**config.mk**
```make
export PLATFORM = sky130hd
export DESIGN_NAME = ultrasonic_echo_scanner_core
export DESIGN_NICKNAME = d
export VERILOG_FILES = /design/src/rtl/core/ues_pkg.sv /design/src/rtl/core/ues_div58.sv /design/src/rtl/core/ues_dist_store.sv /design/src/rtl/core/ultrasonic_echo_scanner_core.sv
export SDC_FILE = /design/constraint.sdc
export NUM_CORES = 1
export LEC_CHECK = 0
export CORE_MARGIN = 4
export CORE_UTILIZATION = 63
export DETAILED_ROUTE_END_ITERATION = 10
export DONT_BUFFER_PORTS = 1
export PLACE_DENSITY = 0.81
export SLEW_MARGIN = 20
export SYNTH_ARGS = -nofsm -noshare
export SYNTH_HDL_FRONTEND = slang
export SYNTH_HIERARCHICAL = 1
export SYNTH_SLANG_ARGS = --single-unit
```
**constraint.sdc**
```tcl
create_clock -name clk -period 21.4 [get_ports clk]
set_input_delay 0 -clock clk [delete_from_list [all_inputs] [get_ports clk]]
set_output_delay 0 -clock clk [all_outputs]
set_load 0.1 [all_outputs]
```
**src/rtl/core/ues_pkg.sv**
```systemverilog
// Shared constants, command codes and types of the ultrasonic echo scanner.
package ues_pkg;

	localparam int NUM_SENSORS = 4;
	localparam int SENS_W      = 2;
	localparam int TS_W        = 16;
	localparam int DIST_W      = 11;

	// Divide by 58 as multiply by ceil(2^22 / 58) and shift; exact for 16-bit inputs.
	localparam int ECHO_DIVISOR = 58;
	localparam int DIV_SHIFT    = 22;
	localparam int DIV_MUL_W    = 17;
	localparam logic [DIV_MUL_W-1:0] DIV_MUL =
		DIV_MUL_W'(((64'd1 << DIV_SHIFT) + ECHO_DIVISOR - 1) / ECHO_DIVISOR);

	typedef enum logic [1:0] {
		CMD_TRIGGER = 2'd0,
		CMD_EDGE    = 2'd1,
		CMD_CHECK   = 2'd2,
		CMD_READ    = 2'd3
	} cmd_t;

	typedef struct packed {
		logic              wr;
		logic              commit;
		logic [SENS_W-1:0] slot;
		logic [DIST_W-1:0] data;
	} store_ctl_t;

endpackage

```
**src/rtl/core/ues_div58.sv**
```systemverilog
// Truncating divide of the echo width by 58 through a reciprocal multiply.
module ues_div58 (
	input  logic [ues_pkg::TS_W-1:0]   diff,
	output logic [ues_pkg::DIST_W-1:0] quot
);
	import ues_pkg::*;

	logic [TS_W+DIV_MUL_W-1:0] prod;

	assign prod = (TS_W+DIV_MUL_W)'(diff) * (TS_W+DIV_MUL_W)'(DIV_MUL);
	assign quot = DIST_W'(prod >> DIV_SHIFT);

endmodule

```
**src/rtl/core/ues_dist_store.sv**
```systemverilog
// Sweep buffer and visible distance table; the whole sweep is committed to the table together with its last entry.
module ues_dist_store (
	input  logic                       clk,
	input  logic                       arst_n,
	input  ues_pkg::store_ctl_t        ctl,
	input  logic [ues_pkg::SENS_W-1:0] rd_sel,
	output logic [ues_pkg::DIST_W-1:0] rd_data
);
	import ues_pkg::*;

	logic [DIST_W-1:0] sweep_q [NUM_SENSORS];
	logic [DIST_W-1:0] table_q [NUM_SENSORS];

	always_ff @(posedge clk) begin
		if (ctl.wr) begin
			sweep_q[ctl.slot] <= ctl.data;
		end
	end

	always_ff @(posedge clk or negedge arst_n) begin
		if (!arst_n) begin
			for (int i = 0; i < NUM_SENSORS; i++) begin
				table_q[i] <= '0;
			end
		end else if (ctl.wr && ctl.commit) begin
			for (int i = 0; i < NUM_SENSORS; i++) begin
				table_q[i] <= (SENS_W'(i) == ctl.slot) ? ctl.data : sweep_q[i];
			end
		end
	end

	assign rd_data = (32'(rd_sel) < NUM_SENSORS) ? table_q[rd_sel] : '0;

endmodule

```
**src/rtl/core/ultrasonic_echo_scanner_core.sv**
```systemverilog
// Ultrasonic echo scanner: input register, one-pass command logic, result register.
// An accepted item goes from the input register to the result register unless out_stall holds it.
// Throughput: one item per cycle while out_stall is low; the result register parts the two channels.
// Reset clears control state, the distance table and the result valid;
// the sweep buffer is not cleared.
module ultrasonic_echo_scanner_core (
	input  logic                       clk,
	input  logic                       arst_n,
	input  logic                       in_valid,
	output logic                       in_stall,
	input  logic [1:0]                 cmd,
	input  logic                       edge_rising,
	input  logic [ues_pkg::TS_W-1:0]   timestamp,
	input  logic [ues_pkg::SENS_W-1:0] sensor,
	output logic                       out_valid,
	input  logic                       out_stall,
	output logic                       trigger_fire,
	output logic [ues_pkg::SENS_W-1:0] trigger_sensor,
	output logic [ues_pkg::DIST_W-1:0] distance,
	output logic                       measured,
	output logic                       sweep_done,
	output logic                       undetected
);
	import ues_pkg::*;

	typedef enum logic [1:0] {
		PH_RISE = 2'd0,
		PH_FALL = 2'd1,
		PH_DONE = 2'd2
	} phase_t;

	logic              valid_s1;
	cmd_t              cmd_s1;
	logic              rising_s1;
	logic [TS_W-1:0]   ts_s1;
	logic [SENS_W-1:0] sensor_s1;
	logic              advance;

	logic              busy_q, busy_d;
	phase_t            phase_q, phase_d;
	logic [TS_W-1:0]   start_q, start_d;
	logic [TS_W-1:0]   end_q, end_d;
	logic [SENS_W-1:0] trig_idx_q, trig_idx_d;
	logic [SENS_W-1:0] sweep_idx_q, sweep_idx_d;
	logic              undet_q, undet_d;

	logic [DIST_W-1:0] quot;
	logic [DIST_W-1:0] rd_data;
	store_ctl_t        st_ctl;

	logic              fire_r;
	logic [SENS_W-1:0] tsens_r;
	logic [DIST_W-1:0] dist_r;
	logic              meas_r;
	logic              done_r;

	logic              out_valid_q;
	logic              fire_q;
	logic [SENS_W-1:0] tsens_q;
	logic [DIST_W-1:0] dist_q;
	logic              meas_q;
	logic              done_q;
	logic              undet_out_q;

	assign advance  = valid_s1 && (!out_valid_q || !out_stall);
	assign in_stall = valid_s1 && !advance;

	always_ff @(posedge clk or negedge arst_n) begin
		if (!arst_n) begin
			valid_s1 <= 1'b0;
		end else if (!in_stall) begin
			valid_s1 <= in_valid;
		end
	end

	always_ff @(posedge clk) begin
		if (in_valid && !in_stall) begin
			cmd_s1    <= cmd_t'(cmd);
			rising_s1 <= edge_rising;
			ts_s1     <= timestamp;
			sensor_s1 <= sensor;
		end
	end

	ues_div58 u_div (
		.diff (end_q - start_q),
		.quot (quot)
	);

	ues_dist_store u_store (
		.clk     (clk),
		.arst_n  (arst_n),
		.ctl     (st_ctl),
		.rd_sel  (sensor_s1),
		.rd_data (rd_data)
	);

	always_comb begin
		busy_d      = busy_q;
		phase_d     = phase_q;
		start_d     = start_q;
		end_d       = end_q;
		trig_idx_d  = trig_idx_q;
		sweep_idx_d = sweep_idx_q;
		undet_d     = undet_q;
		fire_r      = 1'b0;
		tsens_r     = '0;
		dist_r      = '0;
		meas_r      = 1'b0;
		done_r      = 1'b0;
		st_ctl      = '{wr: 1'b0, commit: 1'b0, slot: sweep_idx_q, data: quot};
		unique case (cmd_s1)
			CMD_TRIGGER: begin
				if (!busy_q) begin
					phase_d    = PH_RISE;
					fire_r     = 1'b1;
					tsens_r    = trig_idx_q;
					busy_d     = 1'b1;
					trig_idx_d = (32'(trig_idx_q) == NUM_SENSORS - 1) ? '0 : trig_idx_q + 1'b1;
				end
			end
			CMD_EDGE: begin
				if (busy_q) begin
					if (phase_q == PH_RISE && rising_s1) begin
						start_d = ts_s1;
						phase_d = PH_FALL;
					end else if (phase_q == PH_FALL && !rising_s1) begin
						end_d   = ts_s1;
						phase_d = PH_DONE;
					end
				end
			end
			CMD_CHECK: begin
				if (phase_q == PH_DONE) begin
					st_ctl.wr = 1'b1;
					busy_d    = 1'b0;
					dist_r    = quot;
					meas_r    = 1'b1;
					if (32'(sweep_idx_q) == NUM_SENSORS - 1) begin
						st_ctl.commit = 1'b1;
						sweep_idx_d   = '0;
						done_r        = 1'b1;
					end else begin
						sweep_idx_d = sweep_idx_q + 1'b1;
					end
				end else begin
					undet_d = 1'b1;
				end
			end
			CMD_READ: begin
				dist_r = rd_data;
			end
			default: begin
			end
		endcase
		if (!advance) begin
			st_ctl.wr = 1'b0;
		end
	end

	always_ff @(posedge clk or negedge arst_n) begin
		if (!arst_n) begin
			busy_q      <= 1'b0;
			phase_q     <= PH_RISE;
			start_q     <= '0;
			end_q       <= '0;
			trig_idx_q  <= '0;
			sweep_idx_q <= '0;
			undet_q     <= 1'b0;
			out_valid_q <= 1'b0;
		end else begin
			if (advance) begin
				busy_q      <= busy_d;
				phase_q     <= phase_d;
				start_q     <= start_d;
				end_q       <= end_d;
				trig_idx_q  <= trig_idx_d;
				sweep_idx_q <= sweep_idx_d;
				undet_q     <= undet_d;
				out_valid_q <= 1'b1;
			end else if (!out_stall) begin
				out_valid_q <= 1'b0;
			end
		end
	end

	always_ff @(posedge clk) begin
		if (advance) begin
			fire_q      <= fire_r;
			tsens_q     <= tsens_r;
			dist_q      <= dist_r;
			meas_q      <= meas_r;
			done_q      <= done_r;
			undet_out_q <= undet_d;
		end
	end

	assign out_valid      = out_valid_q;
	assign trigger_fire   = fire_q;
	assign trigger_sensor = tsens_q;
	assign distance       = dist_q;
	assign measured       = meas_q;
	assign sweep_done     = done_q;
	assign undetected     = undet_out_q;

endmodule

```
# Yosys cells after proc, flatten, opt, wreduce, memory -nomap -nowiden
# Memories as Yosys holds them, arrays and structs flattened. A register that Yosys moved wholly into a read port is not among the register bits.
# Cells that the tools add are included.
# classes
addsub	3
mul	1
n_lt_le_gt_ge	1
n_eq_ne	12
mux	26
n_bitwise	4
n_reduce_logical	28
# ops
cell	count
11-bit 2-to-1 mux	3
16-bit by 15-bit multiplier with 31-bit output (second input constant)	1
11-bit binary-select mux with 2-bit select	1
11-bit one-hot mux with 2 select lines	1
2-bit 2-to-1 mux	8
16-bit subtractor	1
1-bit 2-to-1 mux	11
2-bit equality test (second input constant)	5
5-bit AND reduction	2
1-bit logical NOT	9
3-bit AND reduction	3
1-bit logical AND	6
2-bit != test (second input constant)	3
2-bit by 1-bit adder with 2-bit output (second input constant)	2
2-bit by 1-bit equality test with 1-bit output (second input constant)	2
2-bit logical NOT	2
2-bit one-hot mux with 2 select lines	1
4-bit AND reduction	1
2-bit nonzero test	2
3-bit greater-or-equal comparator (second input constant)	1
3-bit != test (second input constant)	1
1-bit NOT	3
2-bit NOT with 3-bit output	1
2-bit by 1-bit != test with 1-bit output (second input constant)	1
4 further kinds	4
# word_totals
reg_bits	80
ramBits	44
input_bits	25
output_inout_bits	19
memories	1
# memory_table
name	depth	word_bits	read_ports	rd_clocked_by_memory_dff	write_ports	line	source
u_store.sweep_q	4	11	4	4	1	ues_dist_store.sv:11	logic [DIST_W-1:0] sweep_q [NUM_SENSORS];

# Depth between registers and ports, before layout
# logic_depth
depth_word	7
ltp_mapped	29
depth_no_buf	29

# Hierarchy
# The synthesis kept the hierarchy.
# by_module_without_submodules
module	n_inst	cells_per_inst	area_per_inst_um2
ues_div58	1	495	4655.7
ultrasonic_echo_scanner_core	1	307	3935.0
ues_dist_store	1	304	3587.2

# Least setup slack after synthesis
# No wires, ideal clock.
# synth_timing
path_kind	register to register
startpoint	reg end_q[0]
endpoint	reg dist_q[4] (netlist: distance[4]), data pin
setup_ps	140
arrival_ps	7247
t_required_ps	21260
path_slack_ps	14013
path_stages_with_launch	29
n_path_buf	0
synth_period_minus_slack_ps	7387
path_cell_list	dfrtp_1 -> inv_1 -> ha_1 -> inv_1 -> fa_1 -> a21o_4 -> a311oi_2 -> o22ai_1 -> a311oi_1 -> xnor2_1 -> fa_1 -> inv_1 -> fa_1 -> inv_1 -> fa_1 -> fa_1 -> fa_1 -> inv_1 -> fa_1 -> inv_1 -> ha_1 -> and4_4 -> or3b_1 -> o211ai_2 -> o21bai_2 -> a31oi_1 -> xnor2_1 -> a22oi_1 -> nor2b_1
# synth_via
elab_chain_cells	4
# synth_rtl
item	line	source
start, declared	ultrasonic_echo_scanner_core.sv:42	logic [TS_W-1:0] end_q, end_d;
start signal, assigned	ultrasonic_echo_scanner_core.sv:176	end_q <= end_d;
16-bit subtractor	ultrasonic_echo_scanner_core.sv:86	.diff (end_q - start_q),
16-bit by 15-bit multiplier with 31-bit output	ues_div58.sv:10	assign prod = (TS_W+DIV_MUL_W)'(diff) * (TS_W+DIV_MUL_W)'(DIV_MUL);
named net quot[4]	ultrasonic_echo_scanner_core.sv:47	logic [DIST_W-1:0] quot;
11-bit 2-to-1 mux	ultrasonic_echo_scanner_core.sv:134	if (phase_q == PH_DONE) begin
11-bit one-hot mux with 2 select lines	ultrasonic_echo_scanner_core.sv:112	unique case (cmd_s1)
named net dist_r[4]	ultrasonic_echo_scanner_core.sv:53	logic [DIST_W-1:0] dist_r;
end signal, assigned	ultrasonic_echo_scanner_core.sv:191	dist_q <= dist_r;
end, declared	ultrasonic_echo_scanner_core.sv:60	logic [DIST_W-1:0] dist_q;
# The timed path passes the listed nets, and every way through them passes these cells.
# A chain may end at the register's enable or synchronous reset.

==> summary.txt <==
Nets: 1,369
Initial antenna violation count: 0
# IOs: 44
Final setup violation count: 0
Grt met1 use: 31.6%
Cell area after synthesis: 12,200 sq um
Final hold vios: 0
Most common cell type on the critical path: fa_1
CTS tree: yes
Routed length per instance: 18.7 um
Min Tclk post-route: 8.31 ns
Initial Utilization: 64.7%
Die width: 147 um
Syn Inst Count: 1,106
Core area: 18,800 sq um
HP Class: input pin to asynchronous set/reset pin
F_max: 120 MHz
Clock Tree Buf Depth: 2
Hold WS: 0.119 ns
DRC Markers: 0
Post-route ant nets: 0
Setup Skew: 0.0221 ns
Worst slew pin tran: 1.10 ns
H-tree levels: 4
Finished Layout Cells: 1,396
CTS clk-pin slew, worst paths: 0.08 ns
Synthesis warning total: 6
Outcome: completed
CP max stage delay: 0.82 ns
Antenna cell count: 0
Vias per cell: 5.91
Clock Latency Late Sink: 0.43 ns
Netlist cell types: 70
Top cell type by total area after synthesis: edfxtp_1
Total setup buffers inserted after CTS: 0
Total track usage: 24.7%
DRT Wirelength: 26,100 um
Starting DRT DRC Count: 576
Largest cells by area after synthesis: edfxtp_1, dfrtp_1, ha_1
Syn_nets: 1,352
Cts bufs inserted: 17
Core Rows: 50
Slew HR: 25.9%
Layout cells sized above 1: 7.66%
Num Clock Sinks: 168
Post-synth top cells: inv_1, ha_1, nand2_1, dfrtp_1, fa_1
Main synth FF type: dfrtp_1
Total gr overflow: 0
Count leader, synth: inv_1
Critical path arrival: 8.64 ns
Routing usage on met3: 4.04%
Setup crit start kind: flip-flop
Die height: 147 um
Fill count: 1,283
Met2 usage: 42.5%
Worst setup EP type: flip-flop
Post-synth ARST share: 51.2%
Final slew viol count: 0
Drt pass-1 iters: 7
Hold-fix buffers, CTS: 26
Post-DP HPWL: 18,100 um
Largest net degree at the start of global routing: 89
I/O Buffers: 0
Top-area cell type share of the netlist area: 20.2%
Max-cap violation count: 0
Most used routing layer: met2
Global-route wire length before repair: 42,800 um
Worst endpoint required time: 21.73 ns
Synth Register Bits: 168
Setup TNS Final: 0 ns
Period utilization: 38.8%
RSZ-0062 raised after global routing: no
Register area share after synthesis: 37.9%
P&R area growth vs syn: 8.90%
CP max-delay cell: xor2_1
Cells after DPL: 1,338
Crit path kind: flip-flop to flip-flop
Vias in the first global route: 8,643
Post-synth EDFFs: 82
Synthesized area per cell: 11.0 sq um
Die area: 21,600 sq um
CP max FO: 10
Post_cts resized: 0
Gpl congestion: 0.944
Via count: 8,256
Root Driver: clkbuf_16
-- critical path, delay by kind of cell, from the launching register on --
kind | cells | cell delay, ns
fa+ha+maj | 8 | 3.75
flops | 1 | 0.36
compound gates | 7 | 1.29
xor+xnor | 2 | 1.46
buf+inv | 5 | 0.34
simple gates | 4 | 1.00
-- metal layers --
layer  up-vias  part of all wire, %
li1       3846                    -
met1      4057                   41
met2       293                   51
met3        60                  5.1
met4         0                  3.1
met5         -                    0
-- through the flow --
stage          cell area [sq um]  worst slack (ns)  util, %
2_1_floorplan              12200             14.01        -
3_3_place_gp               12400             13.35     65.7
3_5_place_dp               12400             13.18     65.7
4_1_cts                    13200             13.10     70.3
5_1_grt                    13300             12.67     70.4
6_report                   13300             13.09     70.4
-- area by class of cell --
type                            instances  area, sq um  area share [%]
Clock buffer                           19          433            3.26
Clock inverter                         13          159            1.20
Inverter                              169          634            4.78
Multi-Input combinational cell        736         6780            51.1
Sequential cell                       168         4610            34.8
Tap cell                              260          325            2.45
Timing Repair Buffer                   31          315            2.38
-- placed cells by master, fill, tap and decap left out, types with 6 or more instances in the layout --
master / n
nand3_1: 10
nand4_1: 7
mux2_2: 15
a22oi_1: 11
nand3b_1: 6
nor2_1: 59
xor2_1: 15
a31oi_1: 49
clkbuf_16: 17
nand2b_1: 7
nor3_1: 8
dfrtp_1: 86
mux2_1: 19
dlygate4sd3_1: 25
nor2b_1: 13
nand2_1: 113
and3_1: 6
mux4_2: 11
ha_1: 137
inv_1: 168
fa_1: 84
o211ai_1: 6
a21o_1: 13
xnor2_1: 14
o21ai_0: 17
edfxtp_1: 82
and2_1: 8
a21oi_1: 35
-- sequential cells by signal (all words and copies together), names as in the netlist --
register	count
phase_q	2
distance	11
valid_s1	1
busy_q	1
trigger_sensor	2
rising_s1	1
ts_s1	16
end_q	16
u_store/sweep_q	44
undetected	1
trig_idx_q	2
sweep_done	1
trigger_fire	1
start_q	16
measured	1
cmd_s1	2
undet_q	1
sweep_idx_q	2
u_store/table_q	44
out_valid	1
sensor_s1	2
-- logic make-up (layout without fill, tap and decap cells) --
| family | after synthesis | count (layout) | share of synthesized area, % |
|---|---|---|---|
| flip-flops | 168 | 168 | 37.9 |
| adder cells (fa/ha/maj) | 221 | 221 | 27.9 |
| AND/OR/NAND/NOR | 260 | 260 | 10.2 |
| buffers and inverters | 202 | 232 | 6.57 |
| AO/OA/AOI/OAI | 177 | 177 | 9.90 |
| XOR/XNOR | 30 | 30 | 2.16 |
| multiplexers | 48 | 48 | 5.42 |
-- path summary, 6_finish.rpt --
path                                   from                   to  slack [ns]  cells after the start
worst min-delay path                 arst_n   u_store/table_q[2]        0.12                      2
max in group asynchronous            arst_n          start_q[14]       20.88                      2
min in group clk                   in_valid         sensor_s1[1]        0.15                      1
worst max-delay path            start_q[10]  u_store/table_q[41]       13.09                     26
worst max register to register  start_q[10]  u_store/table_q[41]       13.09                     26
worst min register to register      undet_q              undet_q        0.48                      1
Power is left out: the tool's default activity adds up to more than one toggle a clock period on the data nets, which glitch-free logic cannot reach.
